===== src/hw/rtl/poi_pkg.sv =====
package poi_pkg;

  localparam int CORDIC_STEPS_DEF = 24;

  localparam int VEL_W  = 32;
  localparam int GAIN_W = 18;
  localparam int DT_W   = 20;
  localparam int POS_W  = 48;
  localparam int HDG_W  = 32;
  localparam int CFG_IDX_W = 2;

  // shared multiplier operand and product widths
  localparam int MA_W = 35;
  localparam int MB_W = 31;
  localparam int MP_W = MA_W + MB_W;

  // cordic vector and angle widths
  localparam int X_W = 52;
  localparam int Z_W = 34;
  localparam int T_W = 60;

  localparam logic [GAIN_W-1:0] GAIN_RESET = 18'd65536;
  localparam logic [29:0]       INV_GAIN   = 30'd652032874;
  localparam logic [21:0]       TURN_K     = 22'd2670177;

  typedef enum logic [CFG_IDX_W-1:0] {
    CFG_GAIN_X        = 2'd0,
    CFG_GAIN_Y        = 2'd1,
    CFG_GAIN_TURN_POS = 2'd2,
    CFG_GAIN_TURN_NEG = 2'd3
  } cfg_idx_t;

  typedef enum logic [3:0] {
    MUL_SX, MUL_SY, MUL_SZ, MUL_CX, MUL_CY, MUL_TK, MUL_TL, MUL_TH, MUL_WX, MUL_WY
  } mul_sel_t;

  typedef enum logic [3:0] {
    WB_NONE, WB_SX, WB_SY, WB_SZ, WB_X, WB_Y, WB_T, WB_HL, WB_HH, WB_DX, WB_DY
  } wb_sel_t;

  typedef struct packed {
    mul_sel_t mul_sel;
    wb_sel_t  wb_sel;
    logic     load_in;
    logic     cordic_en;
    logic     out_load;
  } poi_cmd_t;

  // arctangent of 2^-i as binary angle, full turn = 2^32
  function automatic logic [29:0] poi_atan(input logic [4:0] idx);
    logic [29:0] v;
    unique case (idx)
      5'd0:  v = 30'h20000000;
      5'd1:  v = 30'h12E4051E;
      5'd2:  v = 30'h09FB385B;
      5'd3:  v = 30'h051111D4;
      5'd4:  v = 30'h028B0D43;
      5'd5:  v = 30'h0145D7E1;
      5'd6:  v = 30'h00A2F61E;
      5'd7:  v = 30'h00517C55;
      5'd8:  v = 30'h0028BE53;
      5'd9:  v = 30'h00145F2F;
      5'd10: v = 30'h000A2F98;
      5'd11: v = 30'h000517CC;
      5'd12: v = 30'h00028BE6;
      5'd13: v = 30'h000145F3;
      5'd14: v = 30'h0000A2FA;
      5'd15: v = 30'h0000517D;
      5'd16: v = 30'h000028BE;
      5'd17: v = 30'h0000145F;
      5'd18: v = 30'h00000A30;
      5'd19: v = 30'h00000518;
      5'd20: v = 30'h0000028C;
      5'd21: v = 30'h00000146;
      5'd22: v = 30'h000000A3;
      5'd23: v = 30'h00000051;
      5'd24: v = 30'h00000029;
      5'd25: v = 30'h00000014;
      5'd26: v = 30'h0000000A;
      5'd27: v = 30'h00000005;
      5'd28: v = 30'h00000003;
      5'd29: v = 30'h00000001;
      5'd30: v = 30'h00000001;
      default: v = 30'h00000000;
    endcase
    return v;
  endfunction

endpackage


===== src/hw/rtl/poi_ctrl.sv =====
module poi_ctrl
  import poi_pkg::*;
#(
  parameter int CORDIC_STEPS = CORDIC_STEPS_DEF,
  parameter int ITER_W = $clog2(CORDIC_STEPS)
) (
  input  logic              clk,
  input  logic              rst_n,
  input  logic              in_valid,
  output logic              in_ready,
  output logic              out_valid,
  input  logic              out_ready,
  output poi_cmd_t          cmd,
  output logic [ITER_W-1:0] iter
);

  typedef enum logic [3:0] {
    ST_IDLE, ST_MSX, ST_MSY, ST_MSZ, ST_MCX, ST_MCY, ST_MTK, ST_MTL, ST_MTH,
    ST_CORD, ST_MWX, ST_MWY, ST_WDY, ST_LOAD
  } state_t;

  state_t            state_r;
  logic [ITER_W-1:0] iter_r;
  logic              out_valid_r;
  logic              iter_last;
  logic              slot_free;

  assign iter_last = (iter_r == ITER_W'(CORDIC_STEPS - 1));
  assign slot_free = !out_valid_r || out_ready;
  assign in_ready  = (state_r == ST_IDLE);
  assign out_valid = out_valid_r;
  assign iter      = iter_r;

  always_comb begin
    cmd = '{mul_sel: MUL_SX, wb_sel: WB_NONE, load_in: 1'b0, cordic_en: 1'b0,
            out_load: 1'b0};
    unique case (state_r)
      ST_IDLE: cmd.load_in = in_valid;
      ST_MSX:  cmd.mul_sel = MUL_SX;
      ST_MSY:  begin cmd.mul_sel = MUL_SY; cmd.wb_sel = WB_SX; end
      ST_MSZ:  begin cmd.mul_sel = MUL_SZ; cmd.wb_sel = WB_SY; end
      ST_MCX:  begin cmd.mul_sel = MUL_CX; cmd.wb_sel = WB_SZ; end
      ST_MCY:  begin cmd.mul_sel = MUL_TK; cmd.wb_sel = WB_X;  end
      ST_MTK:  begin cmd.mul_sel = MUL_CY; cmd.wb_sel = WB_T;  end
      ST_MTL:  begin cmd.mul_sel = MUL_TL; cmd.wb_sel = WB_Y;  end
      ST_MTH:  begin cmd.mul_sel = MUL_TH; cmd.wb_sel = WB_HL; end
      ST_CORD: begin
        cmd.cordic_en = 1'b1;
        // high heading partial product lands on the first rotation
        if (iter_r == '0) begin
          cmd.wb_sel = WB_HH;
        end
      end
      ST_MWX:  cmd.mul_sel = MUL_WX;
      ST_MWY:  begin cmd.mul_sel = MUL_WY; cmd.wb_sel = WB_DX; end
      ST_WDY:  cmd.wb_sel = WB_DY;
      ST_LOAD: cmd.out_load = slot_free;
      default: cmd.load_in = 1'b0;
    endcase
  end

  always_ff @(posedge clk) begin
    if (!rst_n) begin
      state_r     <= ST_IDLE;
      iter_r      <= '0;
      out_valid_r <= 1'b0;
    end else begin
      // a new result may replace the one taken at the same edge
      if (state_r == ST_LOAD && slot_free) begin
        out_valid_r <= 1'b1;
      end else if (out_valid_r && out_ready) begin
        out_valid_r <= 1'b0;
      end
      unique case (state_r)
        ST_IDLE: if (in_valid) begin
          state_r <= ST_MSX;
        end
        ST_MSX: state_r <= ST_MSY;
        ST_MSY: state_r <= ST_MSZ;
        ST_MSZ: state_r <= ST_MCX;
        ST_MCX: state_r <= ST_MCY;
        ST_MCY: state_r <= ST_MTK;
        ST_MTK: state_r <= ST_MTL;
        ST_MTL: state_r <= ST_MTH;
        ST_MTH: begin
          state_r <= ST_CORD;
          iter_r  <= '0;
        end
        ST_CORD: begin
          iter_r <= iter_r + 1'b1;
          if (iter_last) begin
            state_r <= ST_MWX;
          end
        end
        ST_MWX: state_r <= ST_MWY;
        ST_MWY: state_r <= ST_WDY;
        ST_WDY: state_r <= ST_LOAD;
        ST_LOAD: if (slot_free) begin
          state_r <= ST_IDLE;
        end
        default: state_r <= ST_IDLE;
      endcase
    end
  end

endmodule


===== config.mk =====
export PLATFORM = sky130hd
export DESIGN_NAME = poi_ctrl
export DESIGN_NICKNAME = d
export VERILOG_FILES = /design/src/hw/rtl/poi_pkg.sv /design/src/hw/rtl/poi_ctrl.sv
export SDC_FILE = /design/constraint.sdc
export NUM_CORES = 1
export LEC_CHECK = 0
export CAP_MARGIN = 10
export CORE_AREA = 2 2 39 41
export CTS_CLUSTER_DIAMETER = 200
export CTS_CLUSTER_SIZE = 20
export DETAILED_ROUTE_END_ITERATION = 6
export DIE_AREA = 0 0 41 43
export DONT_BUFFER_PORTS = 1
export PLACE_DENSITY = 0.68
export SLEW_MARGIN = 15
export SYNTH_ARGS = -nofsm -noshare
export SYNTH_HDL_FRONTEND = slang
export SYNTH_SLANG_ARGS = --single-unit

===== constraint.sdc =====
create_clock -name clk -period 1.45 [get_ports clk]
set_input_delay 0.3625 -clock clk [delete_from_list [all_inputs] [get_ports clk]]
set_output_delay 0.3625 -clock clk [all_outputs]
set_load 0.1 [all_outputs]

==> results of run 1 <==
## logic make-up after synthesis
kind of cell / Yosys count
and+or+nand+nor: 42
AOI/OAI and AO/OA: 24
buffers and inverters: 12
DFF: 10
xor gates and xnor gates: 2
adders and majority gates: 2
muxes: 1
## cells in the mapped netlist, drive strengths merged, types with 2 or more instances
cell	count	share of area
nand3	4	0.027
nand2	6	0.030
buf	7	0.066
nand4b	2	0.023
nand4	2	0.017
nor2b	5	0.041
o21ai	6	0.040
o22ai	2	0.025
a211oi	2	0.020
nand3b	4	0.040
nor2	6	0.030
inv	4	0.020
ha	2	0.033
a21oi	5	0.033
dfxtp	10	0.27
nor3	2	0.013
nand2b	4	0.033
## through the flow
stage / utilization / worst slack (ps) / instances / area, sq um / hold WS (ps)
after detailed placement: 0.919 / -308 / 141 / 1270 / 493
after global placement: 0.919 / -179 / 141 / 1270 / 487
after floorplan: - / -977 / 93 / 883 / 553
==> impl_metrics.toml, run 1 <==
[run_status]
status = "stopped before the end"
lastStage = "clock tree synthesis"
error_line = "[ERROR DPL-0038] Utilization greater than 100%, impossible to legalize"

[cts]
cts_setup_buffers = 14
cts-buffers-inserted = 3
clockBufferDepth = 2
clock_sinks = 10
htree_levels = 1
postCtsHoldBufs = 0
cts_root_buf = "clkbuf_4"
ctsResizeCount = 58

[floorplan]
die_y_um = 43
io_pins = 22
rows = 14
die_w_um = 41
initial_core_util = 0.545

[synthesis]
syn_area_per_cell_sq_um = 8.11
synthFlopType = "dfxtp_1"
yosysSeqAreaShare = 0.265
synth_compound_area_frac = 0.221
synth_edf_count = 0
netlist_area_sq_um = 754
synthAdderAreaFrac = 0.0332
ys_async_sr_fraction = 0
ys_seq_elements = 10
synth_cell_types = 40
synth_top_family_by_area = "simple AND/OR/NAND/NOR gates"
synth-xor-area-share = 0.0232
syn_nets = 99
syn_inst = 93
synth_mux_area_frac = 0.0149
synthSimpleGateAreaFrac = 0.352
ys_warn_count = 0

[placement]
gp_congestion = 0.829
portBuffers = 0
hpwlAfterDp_mm = 2.19
==> run 2, diff against run 1 <==
Settings changed: CORE_AREA 2 2 39 41 to 2 2 63 65, CTS_CLUSTER_DIAMETER 200 to default, CTS_CLUSTER_SIZE 20 to default, DIE_AREA 0 0 41 43 to 0 0 65 67, PLACE_DENSITY 0.68 to default, PLACE_DENSITY_LB_ADDON from default to 0.15.
==> run 2 against run 1 <==
Against the previous run: the flow now finishes, with violations (negative setup slack); synthesized area is the same; synthesized cell count is the same.
==> impl_metrics.toml, run 2 <==
[critical_path]
worst-r2r-setup-slack_ps = -40
reg2regPathDepth = 6
crit_type = "reg -> out"
cp.arrival_ps = 1450
timing.rr.start = "state_r[1]"
reg2reg_to = "state_r[1]"
cp.required_ps = 1090
critPathMaxFanout = 7
crit_path_cell_trace = "buf_6, buf_6, nand4b_1, nor2_4, buf_12"
crit_slowest_cell = "dfxtp_4"
cp-end-kind = "output port"
setup.worst_path.start = "state_r[1]"
cpPeakStageDelay_ps = 370
critical_path.endpoint = "cmd[0]"
start_kind = "flip-flop"
cpMostUsedCell = "buf_6"

[synthesis]
yosysSeqAreaShare = 0.265
yosysTopAreaCell = "dfxtp_1"
yosys-top-cells-area = "dfxtp_1 27%, nor2b_1 4.1%, o21ai_0 4.0%, nand3b_1 4.0%, a21oi_1 3.3%"
synth_cell_types = 40
yosys-top-cells-count = "10 x dfxtp_1, 6 x nand2_1, 6 x nor2_1, 6 x o21ai_0"
synth_top_area_frac = 0.265
syn_area_per_cell_sq_um = 8.11
ys_async_sr_fraction = 0
syn_nets = 99
yosysMostFrequentCell = "dfxtp_1"
synth_edf_count = 0
ys_seq_elements = 10
synthFlopType = "dfxtp_1"
ys_warn_count = 0
syn_inst = 93
netlist_area_sq_um = 754

[hold_path]
hold_depth = 1
hp-class = "in -> reg"

[cts]
cts_tree = "built"
cts-buffers-inserted = 3
path_clk_slew_ps = 60
clkLatencyLatePin_ps = 250
cts_root_buf = "clkbuf_8"
clock_sinks = 10
clockBufferDepth = 2
htree_levels = 1

[layout]
nFillCells = 327
n_antenna_cell = 0
layout_common_cells = "27 x buf_4, 16 x buf_6, 11 x buf_12, 6 x dfxtp_4"
drive_gt1_frac = 0.713
utilization = 0.459
largest_reg_flops = 5
final_common_cell = "buf_4"
final_nets = 150
areaGrowthSynthToFinish_pct = 120

[timing]
fin_ws_ps = -367
skew_ps = 3.88
rsz0062_at_grt = "yes"
hold_violations = 0
slew_viol_final = 0
period_share = 1.25
worst_pin_slew_ps = 417
finalSetupViolCount = 14
max_freq_mhz = 550
finalCriticalPeriod_ps = 1820
slew_headroom = 0.718

[drt]
wl_per_cell_um = 13.8
drtIter0Drc = 31
dr.pass1.iters = 4
drc_errors = 0
ant_nets = 0
vias_per_cell = 4.59
vias = 876
wl_mm = 2.64

[grt]
grt_overflow = 0
track_usage = 0.131
grt_pass1_wl_mm = 4.33
antenna_found_initial = 0
grt_max_degree = 11
grt_pass1_vias = 889

[floorplan]
io_pins = 22
die-area_sq_um = 4360
die_y_um = 67
rows = 22
initial_core_util = 0.209
die_w_um = 65
coreArea_sq_um = 3610

[power]
power.density_nw_per_um2 = 852
p_leak_nw = 0.656
power.total_mw = 1.41
peakVddDrop_mv = 0.249

[run_status]
status = "finished, violations left"
violations = "negative setup slack"

[placement]
gp_congestion = 0.761
portBuffers = 0
hpwlAfterDp_mm = 1.76

[flow_run]
maxCapViolations = 0
==> run 2: stage by stage <==
stage                     instance area, sq um  hold WS, ps  setup TNS [ps]  setup WS, ps  cells
final                                     1660          223           -3430          -367    191
after global routing                      1660          222           -4090          -423    191
after CTS                                 1620          229           -3360          -360    189
after detailed placement                  1340          489           -2370          -286    177
after global placement                    1340          495           -2120          -273    177
after floorplan                            883          553           -5100          -977     93
==> run 2: worst min path at each step <==
stage | startpoint | end | slack (ps)
floorplan | in_valid | state_r[0] | 550
global placement | rst_n | state_r[3] | 500
detailed placement | rst_n | state_r[3] | 490
CTS | rst_n | state_r[3] | 230
global route | rst_n | state_r[3] | 220
finish | rst_n | state_r[3] | 220
==> run 2: repair_timing <==
action / in CTS / in global routing
endpoints found under the setup margin: 19 / 18
setup buffers: 9 / 3
hold buffers: 0 / 0
hold endpoints to repair: 0 / 0
gates resized for setup: 45 / 6
pin swaps: 12 / 4
==> run 2: kinds of logic (layout without fill, tap and decap cells) <==
| family | after synthesis | count (layout) | synth area share |
|---|---|---|---|
| buffers and inverters | 12 | 62 | 0.0912 |
| flip-flops | 10 | 10 | 0.265 |
| adder cells (fa/ha/maj) | 2 | 2 | 0.0332 |
| AND/OR/NAND/NOR | 42 | 42 | 0.352 |
| AO/OA/AOI/OAI | 24 | 24 | 0.221 |
| XOR/XNOR | 2 | 2 | 0.0232 |
| multiplexers | 1 | 1 | 0.0149 |
==> run 2: area by class of cell <==
| class | count | area (sq um) | share of cell area |
|---|---|---|---|
| clock buffers | 4 | 55.1 | 0.0332 |
| repair buffers | 54 | 603 | 0.364 |
| inverters | 4 | 17.5 | 0.0106 |
| well taps | 48 | 60.1 | 0.0363 |
| flip-flops and latches | 10 | 228 | 0.137 |
| multi-input cells | 71 | 693 | 0.418 |
==> run 2: worst max-delay path, delay by kind of cell, from the launching register on <==
family / cells / cell delay (ps)
buffers and inverters: 3 / 420
AND/OR/NAND/NOR: 2 / 410
flip-flops: 1 / 370
==> run 2: routing by layer <==
layer / track usage / share of wire / up-vias
li1: - / - / 442
met1: 0.172 / 0.46 / 412
met2: 0.210 / 0.49 / 17
met3: 0.0135 / 0.035 / 5
met4: 0.0718 / 0.020 / 0
met5: 0 / 0 / -
==> run 2: where the power goes <==
| part | internal, mW | total, mW | leakage [nW] | switching, mW |
|---|---|---|---|---|
| sequential | 0.282 | 0.306 | 0.0876 | 0.0246 |
| clock | 0.241 | 0.376 | 0.0288 | 0.136 |
| combinational | 0.317 | 0.729 | 0.540 | 0.412 |
| total | 0.839 | 1.41 | 0.656 | 0.572 |
Power figures use the tool's default switching activity.
==> run 3, diff against run 2 <==
Clock period 1.45 ns to 2.12 ns, I/O delays scaled along.
==> run 3 against run 2 <==
Against the previous run: first-iteration DRC count is 35% lower; register-to-register slack better by 510 ps; global-route usage is 3.0 points lower; clock power is 48% lower; sequential cell count stayed put; hold slack better by 190 ps; largest power group unchanged; the run now ends clean; non-clock buffer count is 26 lower; cell count is 14% lower; clock skew is 1.3 ps lower; count of clock-buffer cells in the layout is 1 lower; power is 44% lower.
==> impl_metrics.toml, run 3 (same netlist as run 2, synthesis figures left out) <==
[grt]
antenna_found_initial = 0
grt_pass1_wl_mm = 3.47
grt_pass1_vias = 734
track_usage = 0.102
grt_overflow = 0
grt_max_degree = 14

[critical_path]
setup.worst_path.start = "state_r[3]"
crit_type = "reg -> out"
start_kind = "flip-flop"
critPathMaxFanout = 12
timing.rr.start = "state_r[0]"
cp.arrival_ps = 1530
worst-r2r-setup-slack_ps = 470
reg2reg_to = "state_r[1]"
cp-end-kind = "output port"
crit_slowest_cell = "dfxtp_4"
crit_path_cell_trace = "buf_4, xnor2_1, mux2_2, o22ai_2, buf_12"
reg2regPathDepth = 4
cpPeakStageDelay_ps = 380
cp.required_ps = 1590

[floorplan]
initial_core_util = 0.209
die_w_um = 65
die-area_sq_um = 4360
io_pins = 22
die_y_um = 67
rows = 22
coreArea_sq_um = 3610

[timing]
hold_violations = 0
slew_headroom = 0.730
finalCriticalPeriod_ps = 2060
finalSetupViolCount = 0
slew_viol_final = 0
max_freq_mhz = 486
period_share = 0.971
rsz0062_at_grt = "no"
worst_pin_slew_ps = 406
whs_ps = 409
fin_ws_ps = 61.9
skew_ps = 2.61

[hold_path]
hold_depth = 1
hp-class = "in -> reg"
hold_end = "state_r[3]"
hold_start = "rst_n"

[placement]
placed_area_sq_um = 1160
gp_congestion = 0.753
dp_slack_ps = 215
hpwlAfterDp_mm = 1.63
portBuffers = 0

[layout]
final_common_cell = "buf_4"
largest_reg_flops = 5
layout_common_cells = "18 x buf_4, 10 x buf_12, 6 x nand2_1, 6 x dfxtp_1, 5 x a21oi_1"
areaGrowthSynthToFinish_pct = 63.3
n_antenna_cell = 0
final_nets = 124
drive_gt1_frac = 0.448
postLayoutCellArea_sq_um = 1230

[drt]
vias_per_cell = 4.46
highest_layer = "met4"
wl_per_cell_um = 12.8
ant_nets = 0
wl_met1_um = 996
vias = 732
drc_errors = 0
wl_mm = 2.09
drtIter0Drc = 20
dr.pass1.iters = 4
wl_met2_um = 973
dr_wl_met3_um = 108

[power]
peakVddDrop_mv = 0.260
p_comb_frac = 0.477
clkPwrFrac = 0.248
p_leak_nw = 0.450
swShare = 0.421
power.density_nw_per_um2 = 636
p_switching_mw = 0.330
seqPwrFrac = 0.275
intPower_mw = 0.454

[cts]
htree_levels = 1
postCtsHoldBufs = 0
clkLatencyLatePin_ps = 230
path_clk_slew_ps = 50
cts-buffers-inserted = 3
clock_sinks = 10
cts_tree = "built"
clockBufferDepth = 2
cts_root_buf = "clkbuf_8"

[run_status]
status = "finished, final reports clean"

[flow_run]
maxCapViolations = 0
==> run 3: cell types whose count changed in the layout (fill, tap and decap cells not counted), sizes merged <==
cell / delta
clkbuf: -1
buf: -26
==> run 3: worst max-delay path by stage <==
stage | end | slack [ps] | cells after the start
finish | cmd[7] | 60 | 5
global route | cmd[6] | 3 | 4
CTS | cmd[6] | 8 | 6
detailed placement | cmd[6] | 220 | 6
global placement | cmd[6] | 180 | 6
floorplan | cmd[2] | -470 | 4
==> run 3: critical path, delay by kind of cell (launching register included) <==
kind | cells | cell delay, ps
xor gates and xnor gates | 1 | 120
DFF | 1 | 380
muxes | 1 | 270
AOI/OAI and AO/OA | 1 | 160
buffers and inverters | 2 | 370
==> run 3: power groups by stage <==
stage | logic (mW) | registers (mW) | clock network [mW]
detailed placement | 0.375 | 0.219 | 0
floorplan | 0.289 | 0.202 | 0
CTS | 0.376 | 0.215 | 0.201
global route | 0.390 | 0.218 | 0.210
finish | 0.374 | 0.215 | 0.195
global placement | 0.374 | 0.219 | 0
==> run 3: layout make-up <==
class	count	area, sq um
multi-input cells	71	573
inverters	4	15.0
flip-flops and latches	10	208
repair buffers	28	335
clock buffers	3	41.3
fillers	394	2370
well taps	48	60.1
==> run 3: what timing repair did <==
item	CTS	global route
buffers inserted	0	2
endpoints found under the setup margin	5	6
resized for setup	3	4
==> run 3: per-layer routing <==
layer / track usage / vias up
met3: 0.0321 / 2
met1: 0.141 / 333
met2: 0.152 / 14
met5: 0 / -
li1: - / 383
met4: 0.0239 / 0
==> run 3: through the flow <==
step	power [mW]	util	setup TNS, ps	instances
after floorplan	0.491	-	-1010	93
after global routing	0.817	0.342	0	164
final	0.784	0.342	0	164
after global placement	0.593	0.322	0	159
after detailed placement	0.593	0.322	0	159
after CTS	0.792	0.334	0	162
